===== config.mk =====
export PLATFORM = sky130hd
export DESIGN_NAME = hsv_to_rgb_converter
export DESIGN_NICKNAME = d
export VERILOG_FILES = /design/src/sv/h2r_pkg.sv /design/src/sv/h2r_hue_decode.sv /design/src/sv/hsv_to_rgb_converter.sv
export SDC_FILE = /design/constraint.sdc
export NUM_CORES = 1
export LEC_CHECK = 0
export BUFFER_PORTS_ARGS = -buffer_cell sky130_fd_sc_hd__buf_2
export CORE_UTILIZATION = 27
export DETAILED_ROUTE_END_ITERATION = 7
export PLACE_DENSITY = 0.48
export SLEW_MARGIN = 25
export SYNTH_ARGS = -nofsm -noshare
export SYNTH_HDL_FRONTEND = slang
export SYNTH_SLANG_ARGS = --single-unit

===== constraint.sdc =====
create_clock -name clk -period 7.7 [get_ports clk]
set_input_delay 0.385 -clock clk [delete_from_list [all_inputs] [get_ports clk]]
set_output_delay 0.385 -clock clk [all_outputs]
set_load 0.005 [all_outputs]

===== src/sv/h2r_pkg.sv =====
// Shared types and constants for the HSV to RGB pixel converter.
package h2r_pkg;

	// Number format and hue scale.
	localparam int FRAC_BITS    = 12;
	localparam int HUE_SUBSTEPS = 16;
	localparam int SEC_W        = 60 * HUE_SUBSTEPS;
	localparam int HUE_LIMIT    = 6 * SEC_W;
	localparam int ONE          = 1 << FRAC_BITS;

	// Datapath widths.
	localparam int CH_W   = 13;
	localparam int WGT_W  = 10;
	localparam int SECT_W = 3;
	localparam int PROD_W = 2 * CH_W;
	localparam int P_W    = CH_W + WGT_W;

	// Division by the sector width of 960: a shift by 64, then a multiplication by
	// the rounded-up reciprocal of 15. The result is exact for every quotient that
	// an in-range pixel can produce.
	localparam int DIV_PRE_SHIFT = 6;
	localparam int DIV_SHIFT     = 20;
	localparam int DIV_RECIP     = 69906;
	localparam int RECIP_W       = 17;
	localparam int Q_W           = P_W - DIV_PRE_SHIFT;
	localparam int RM_W          = Q_W + RECIP_W;

	// Hue sectors, named by the colors at their two ends.
	localparam logic [SECT_W-1:0] SECT_RY = 3'd0;
	localparam logic [SECT_W-1:0] SECT_YG = 3'd1;
	localparam logic [SECT_W-1:0] SECT_GC = 3'd2;
	localparam logic [SECT_W-1:0] SECT_CB = 3'd3;
	localparam logic [SECT_W-1:0] SECT_BM = 3'd4;
	localparam logic [SECT_W-1:0] SECT_MR = 3'd5;

	// Input pixel.
	typedef struct packed {
		logic [CH_W-1:0] hue;
		logic [CH_W-1:0] saturation;
		logic [CH_W-1:0] brightness;
	} hsv_pix_t;

	// Output pixel.
	typedef struct packed {
		logic [CH_W-1:0] red;
		logic [CH_W-1:0] green;
		logic [CH_W-1:0] blue;
		logic            range_error;
	} rgb_pix_t;

	// Decoded hue and input check.
	typedef struct packed {
		logic              range_error;
		logic [SECT_W-1:0] sector;
		logic [WGT_W-1:0]  weight;
	} hue_dec_t;

endpackage


===== src/sv/h2r_hue_decode.sv =====
// Hue sector decode, weight of the second component, and input range check.
module h2r_hue_decode
	import h2r_pkg::*;
(
	input  logic [CH_W-1:0] hue,
	input  logic [CH_W-1:0] saturation,
	input  logic [CH_W-1:0] brightness,
	output hue_dec_t        dec
);

	logic [SECT_W-1:0] sector;
	logic [CH_W-1:0]   base;
	logic [CH_W-1:0]   offset;

	// Find the sector by comparing against its lower bound.
	always_comb begin
		priority if (hue >= CH_W'(5 * SEC_W)) begin
			sector = SECT_MR;
			base   = CH_W'(5 * SEC_W);
		end else if (hue >= CH_W'(4 * SEC_W)) begin
			sector = SECT_BM;
			base   = CH_W'(4 * SEC_W);
		end else if (hue >= CH_W'(3 * SEC_W)) begin
			sector = SECT_CB;
			base   = CH_W'(3 * SEC_W);
		end else if (hue >= CH_W'(2 * SEC_W)) begin
			sector = SECT_GC;
			base   = CH_W'(2 * SEC_W);
		end else if (hue >= CH_W'(SEC_W)) begin
			sector = SECT_YG;
			base   = CH_W'(SEC_W);
		end else begin
			sector = SECT_RY;
			base   = '0;
		end
	end

	assign offset = hue - base;

	// The weight rises across even sectors and falls across odd ones.
	always_comb begin
		dec.sector = sector;
		if (sector[0]) begin
			dec.weight = WGT_W'(SEC_W) - offset[WGT_W-1:0];
		end else begin
			dec.weight = offset[WGT_W-1:0];
		end
		dec.range_error = (hue >= CH_W'(HUE_LIMIT)) || (saturation > CH_W'(ONE)) ||
			(brightness > CH_W'(ONE));
	end

endmodule


===== src/sv/hsv_to_rgb_converter.sv =====
// HSV to RGB pixel converter: four-stage pipeline with per-stage flow control.
// Throughput is one pixel per cycle while the output is not stalled; the chroma and
// weight multipliers and the reciprocal multiply each own a stage, and the last stage
// selects and offsets. A stalled output holds its pixel while empty stages upstream
// keep taking input. Reset clears all valid bits; the pipeline payload registers
// are not reset.
module hsv_to_rgb_converter
	import h2r_pkg::*;
(
	input  logic     clk,
	input  logic     arst_n,
	input  logic     hsv_valid,
	output logic     hsv_stall,
	input  hsv_pix_t hsv,
	output logic     rgb_valid,
	input  logic     rgb_stall,
	output rgb_pix_t rgb
);

	hue_dec_t          dec;
	logic [PROD_W-1:0] prod;
	logic [P_W-1:0]    pw;
	logic [Q_W-1:0]    quo;
	logic [RM_W-1:0]   rm;
	logic [CH_W-1:0]   x_val;
	rgb_pix_t          rgb_next;

	logic rdy_1, rdy_2, rdy_3, rdy_out;
	logic vld_s1, vld_s2, vld_s3;
	logic rgb_vld_q;
	rgb_pix_t rgb_q;

	logic              err_s1, err_s2, err_s3;
	logic [SECT_W-1:0] sector_s1, sector_s2, sector_s3;
	logic [WGT_W-1:0]  w_s1;
	logic [CH_W-1:0]   c_s1, c_s2, c_s3;
	logic [CH_W-1:0]   v_s1, m_s2, m_s3;
	logic [P_W-1:0]    p_s2;
	logic [RM_W-1:0]   rm_s3;

	// A stage may load when it is empty or its contents move on.
	assign rdy_out   = !rgb_vld_q || !rgb_stall;
	assign rdy_3     = !vld_s3 || rdy_out;
	assign rdy_2     = !vld_s2 || rdy_3;
	assign rdy_1     = !vld_s1 || rdy_2;
	assign hsv_stall = !rdy_1;

	// Valid bits travel with the data.
	always_ff @(posedge clk or negedge arst_n) begin
		if (!arst_n) begin
			vld_s1    <= 1'b0;
			vld_s2    <= 1'b0;
			vld_s3    <= 1'b0;
			rgb_vld_q <= 1'b0;
		end else begin
			if (rdy_1) begin
				vld_s1 <= hsv_valid;
			end
			if (rdy_2) begin
				vld_s2 <= vld_s1;
			end
			if (rdy_3) begin
				vld_s3 <= vld_s2;
			end
			if (rdy_out) begin
				rgb_vld_q <= vld_s3;
			end
		end
	end

	// Stage 1: hue decode and chroma product.
	h2r_hue_decode u_hue_decode (
		.hue        (hsv.hue),
		.saturation (hsv.saturation),
		.brightness (hsv.brightness),
		.dec        (dec)
	);

	assign prod = PROD_W'(hsv.brightness) * PROD_W'(hsv.saturation);

	always_ff @(posedge clk) begin
		if (rdy_1) begin
			err_s1    <= dec.range_error;
			sector_s1 <= dec.sector;
			w_s1      <= dec.weight;
			c_s1      <= prod[FRAC_BITS +: CH_W];
			v_s1      <= hsv.brightness;
		end
	end

	// Stage 2: chroma times weight, and the offset.
	assign pw = P_W'(c_s1) * P_W'(w_s1);

	always_ff @(posedge clk) begin
		if (rdy_2) begin
			err_s2    <= err_s1;
			sector_s2 <= sector_s1;
			c_s2      <= c_s1;
			m_s2      <= v_s1 - c_s1;
			p_s2      <= pw;
		end
	end

	// Stage 3: divide by the sector width through the reciprocal.
	assign quo = p_s2[P_W-1:DIV_PRE_SHIFT];
	assign rm  = RM_W'(quo) * RM_W'(DIV_RECIP);

	always_ff @(posedge clk) begin
		if (rdy_3) begin
			err_s3    <= err_s2;
			sector_s3 <= sector_s2;
			c_s3      <= c_s2;
			m_s3      <= m_s2;
			rm_s3     <= rm;
		end
	end

	// Stage 4: place chroma and second component by sector, then add the offset.
	assign x_val = rm_s3[DIV_SHIFT +: CH_W];

	always_comb begin
		unique case (sector_s3)
			SECT_RY: begin
				rgb_next.red   = c_s3 + m_s3;
				rgb_next.green = x_val + m_s3;
				rgb_next.blue  = m_s3;
			end
			SECT_YG: begin
				rgb_next.red   = x_val + m_s3;
				rgb_next.green = c_s3 + m_s3;
				rgb_next.blue  = m_s3;
			end
			SECT_GC: begin
				rgb_next.red   = m_s3;
				rgb_next.green = c_s3 + m_s3;
				rgb_next.blue  = x_val + m_s3;
			end
			SECT_CB: begin
				rgb_next.red   = m_s3;
				rgb_next.green = x_val + m_s3;
				rgb_next.blue  = c_s3 + m_s3;
			end
			SECT_BM: begin
				rgb_next.red   = x_val + m_s3;
				rgb_next.green = m_s3;
				rgb_next.blue  = c_s3 + m_s3;
			end
			default: begin
				rgb_next.red   = c_s3 + m_s3;
				rgb_next.green = m_s3;
				rgb_next.blue  = x_val + m_s3;
			end
		endcase
		rgb_next.range_error = err_s3;
		if (err_s3) begin
			rgb_next.red   = '0;
			rgb_next.green = '0;
			rgb_next.blue  = '0;
		end
	end

	always_ff @(posedge clk) begin
		if (rdy_out) begin
			rgb_q <= rgb_next;
		end
	end

	assign rgb_valid = rgb_vld_q;
	assign rgb       = rgb_q;

	// An empty output register never stalls the input.
	a_no_stall_when_empty: assert property (@(posedge clk) disable iff (!arst_n)
		!rgb_vld_q |-> !hsv_stall)
		else $error("input stalled while output register empty");

	// A pixel leaving the last stage shows up at the output.
	a_stage3_to_out: assert property (@(posedge clk) disable iff (!arst_n)
		vld_s3 && rdy_out |=> rgb_vld_q)
		else $error("pixel lost between last stage and output");

	// A flagged pixel carries black.
	a_error_black: assert property (@(posedge clk) disable iff (!arst_n)
		rgb_vld_q && rgb_q.range_error |->
			rgb_q.red == '0 && rgb_q.green == '0 && rgb_q.blue == '0)
		else $error("range error with nonzero color");

	// An in-range pixel keeps its components within full scale.
	a_full_scale: assert property (@(posedge clk) disable iff (!arst_n)
		rgb_vld_q && !rgb_q.range_error |->
			rgb_q.red <= CH_W'(ONE) && rgb_q.green <= CH_W'(ONE) &&
			rgb_q.blue <= CH_W'(ONE))
		else $error("color component above full scale");

	// Decoded sector and weight stay in bounds for in-range pixels.
	a_decode_bounds: assert property (@(posedge clk) disable iff (!arst_n)
		vld_s1 && !err_s1 |-> sector_s1 <= SECT_MR && w_s1 <= WGT_W'(SEC_W))
		else $error("hue decode out of bounds");

endmodule

==> metrics.txt <==
status completed; Residual DRC 0; Distinct cells, synth 71; # IOs 85; fin crit share 0.754; CTS Buf Count 17; antenna violations before repair 1; # port buffers 84; Antenna Nets Post-Route 0; Initial Utilization 0.274; top_reg_cell synth edfxtp_1; yosys warns 0; kind of critical path reg2reg; worst hold path type in2reg; H-tree levels 4; Global Route Usage Sum 0.133; maximum fanout along the worst path 12; Die Area 75,700 µm²; CP endpoint kind register; most frequent cells in the layout 355 x inv_1, 258 x ha_1, 245 x nand2_1; Worst EP required 7920 ps; commonest non-fill, non-tap cell in the layout inv_1; CP arrival 6030 ps; Pre-antenna DRT Iters 7; CTS tree done; CTS resizes 0; area grow syn2layout 9.95%; row cnt 99; nets@finish 2,611; fin crit period 5810 ps; buffers and inverters on the worst path 5; Worst Tran Pin Value 949 ps; Mean Syn Cell Area 9.87 µm²; Core Box Area 73,500 µm²; clk root buf clkbuf_16; R2R setup slack 1890 ps; GR Overflow Total 0; Seq cells post-synth 174; post-DP HPWL 38,100 µm; Worst path slowest cell edfxtp_1; Crit path max-delay family adder cells; initial drt markers 854; largest cells by area after synthesis edfxtp_1 25%, fa_1 23%, ha_1 16%, inv_1 6.6%, nand2_1 4.6%; Met3 Wirelength 1650 µm; Hold Fails Final Rpt 0; Vias/cell 4.61; DRT Wirelength 48,100 µm; cells after synthesis 2,043; largest net degree at the start of global routing 63; Routed met2 length 23,200 µm; Die W 275 µm; critical path launch point type register; RSZ-0062 raised after global routing no; die height 275 µm; clk_lat worst skew 480 ps; Max Clk Rate 172 MHz; clock-pin slew on the worst setup and hold paths 80 ps; via count 14,100; CTS Sinks 174; RD Place Congestion 0.803; layout cell share with drive strength beyond 1 0.0698; Largest stage delay, worst path 710 ps; CTS Buffer Depth 2; fillers 7,586; critical path, cell by cell nand2_1 -> fa_1 -> inv_1 -> fa_1 -> inv_1 -> fa_1 -> inv_1 -> fa_1 -> inv_1 -> fa_1 -> inv_1 -> ha_1 -> a21o_1 -> a21o_1 -> a21oi_1 -> nor3b_1 -> nor3_4 -> a21oi_2 -> a311o_1 -> a21oi_2 -> xnor2_1; met1 wire length 22,300 µm; final slew viol count 0; Clock Skew 19.3 ps; Slew Limit Headroom 0.365; antenna cells 0; Async SR Flop Fraction 0.0230; Yosys top cell by area edfxtp_1; Post-Syn Nets 2,574; Setup TNS Final 0 ps; first-pass GRT wire length 79,100 µm; register area share after synthesis 0.258; number of synthesized flops with an enable pin 170; # setup viols final 0; synthesized area 20,200 µm²; top cell type's share of synthesized area 0.253; DR WL/cell 15.8 µm; max_cap viols 0; Top Layer Used met4; number of global-route vias before repair 14,800
==> stage by stage <==
step	instances	setup slack, ps	utilization	instance area, µm²	hold slack (ps)
after floorplan	2043	2200	-	20200	89.4
after global placement	3019	1620	0.293	21600	193
after detailed placement	3019	1600	0.293	21600	196
after CTS	3052	1850	0.302	22200	64.3
after global routing	3052	1590	0.302	22200	89.1
final	3052	1890	0.302	22200	112
==> synthesized netlist by cell type (all sizes together), types with 5 or more instances <==
| master | count |
|---|---|
| a21oi | 90 |
| o22ai | 8 |
| nand3 | 24 |
| mux2i | 8 |
| inv | 356 |
| nor2b | 6 |
| o21ai | 60 |
| a21o | 24 |
| and2 | 129 |
| o211ai | 5 |
| nand2 | 247 |
| o31ai | 12 |
| a221oi | 5 |
| nand4 | 7 |
| nor4 | 13 |
| a211oi | 19 |
| o21bai | 9 |
| edfxtp | 170 |
| nor2 | 80 |
| ha | 258 |
| xor2 | 30 |
| o21a | 10 |
| xnor2 | 60 |
| fa | 230 |
| nand2b | 12 |
| nor3 | 15 |
| o221ai | 5 |
| a31oi | 13 |
| a221o | 5 |
| clkbuf | 71 |
==> final timing paths <==
| check | start | end | cells past startpoint |
|---|---|---|---|
| max in group asynchronous | arst_n | vld_s2$_DFFE_PN0P_ | 2 |
| worst min-delay path | hsv_valid | vld_s1$_DFFE_PN0N_ | 2 |
| worst max-delay path | c_s1[6]$_DFFE_PN_ | p_s2[22]$_DFFE_PP_ | 21 |
| min in group asynchronous | arst_n | rgb_valid$_DFFE_PN0P_ | 2 |
| worst max register to register | c_s1[6]$_DFFE_PN_ | p_s2[22]$_DFFE_PP_ | 21 |
| worst min register to register | err_s1$_DFFE_PN_ | err_s2$_DFFE_PP_ | 0 |
==> flip-flops by register name (all words and copies together) (netlist names) <==
register	cells
err_s3	1
p_s2	17
c_s3	13
m_s2	13
m_s3	13
rgb	40
c_s1	13
vld_s2	1
c_s2	13
rm_s3	13
vld_s3	1
rgb_valid	1
sector_s3	3
vld_s1	1
sector_s1	3
w_s1	10
err_s1	1
sector_s2	3
err_s2	1
v_s1	13
==> layout make-up <==
type	count	area, µm²	share of cell area
multi-input combinational	1438	13300	0.602
sequential	174	5200	0.235
inverter	357	1340	0.0605
tap	959	1200	0.0541
timing repair buffer	92	483	0.0218
clock buffer	18	429	0.0194
clock inverter	14	164	0.00740
==> logic make-up (layout without fill, tap and decap cells) <==
group / after synthesis / count (layout) / share of synthesized area
xor+xnor: 90 / 90 / 0.0391
simple gates: 552 / 552 / 0.130
buf+inv: 431 / 481 / 0.0806
flops: 174 / 174 / 0.258
compound gates: 300 / 300 / 0.0996
mux: 8 / 8 / 0.00397
fa+ha+maj: 488 / 488 / 0.389
==> routing by layer <==
metal / vias up / global-route usage
li1: 6805 / -
met1: 6922 / 0.174
met5: - / 0
met4: 0 / 0.0400
met2: 287 / 0.225
met3: 57 / 0.0200
==> worst register-to-register path, delay by kind of cell (launching register included) <==
| kind | cells | cell delay [ps] |
|---|---|---|
| AOI/OAI and AO/OA | 6 | 1280 |
| buffers and inverters | 5 | 270 |
| adders and majority gates | 6 | 2680 |
| and+or+nand+nor | 3 | 560 |
| xor gates and xnor gates | 1 | 70 |
| DFF | 1 | 710 |
==> timing repair <==
item                      4_1_cts  5_1_grt
buffers inserted                0        0
hold endpoints to repair        4        0
hold buffers                    1        0
Power is not shown: default switching activity piles up to over one toggle a cycle in this logic, so the estimate is an artifact.
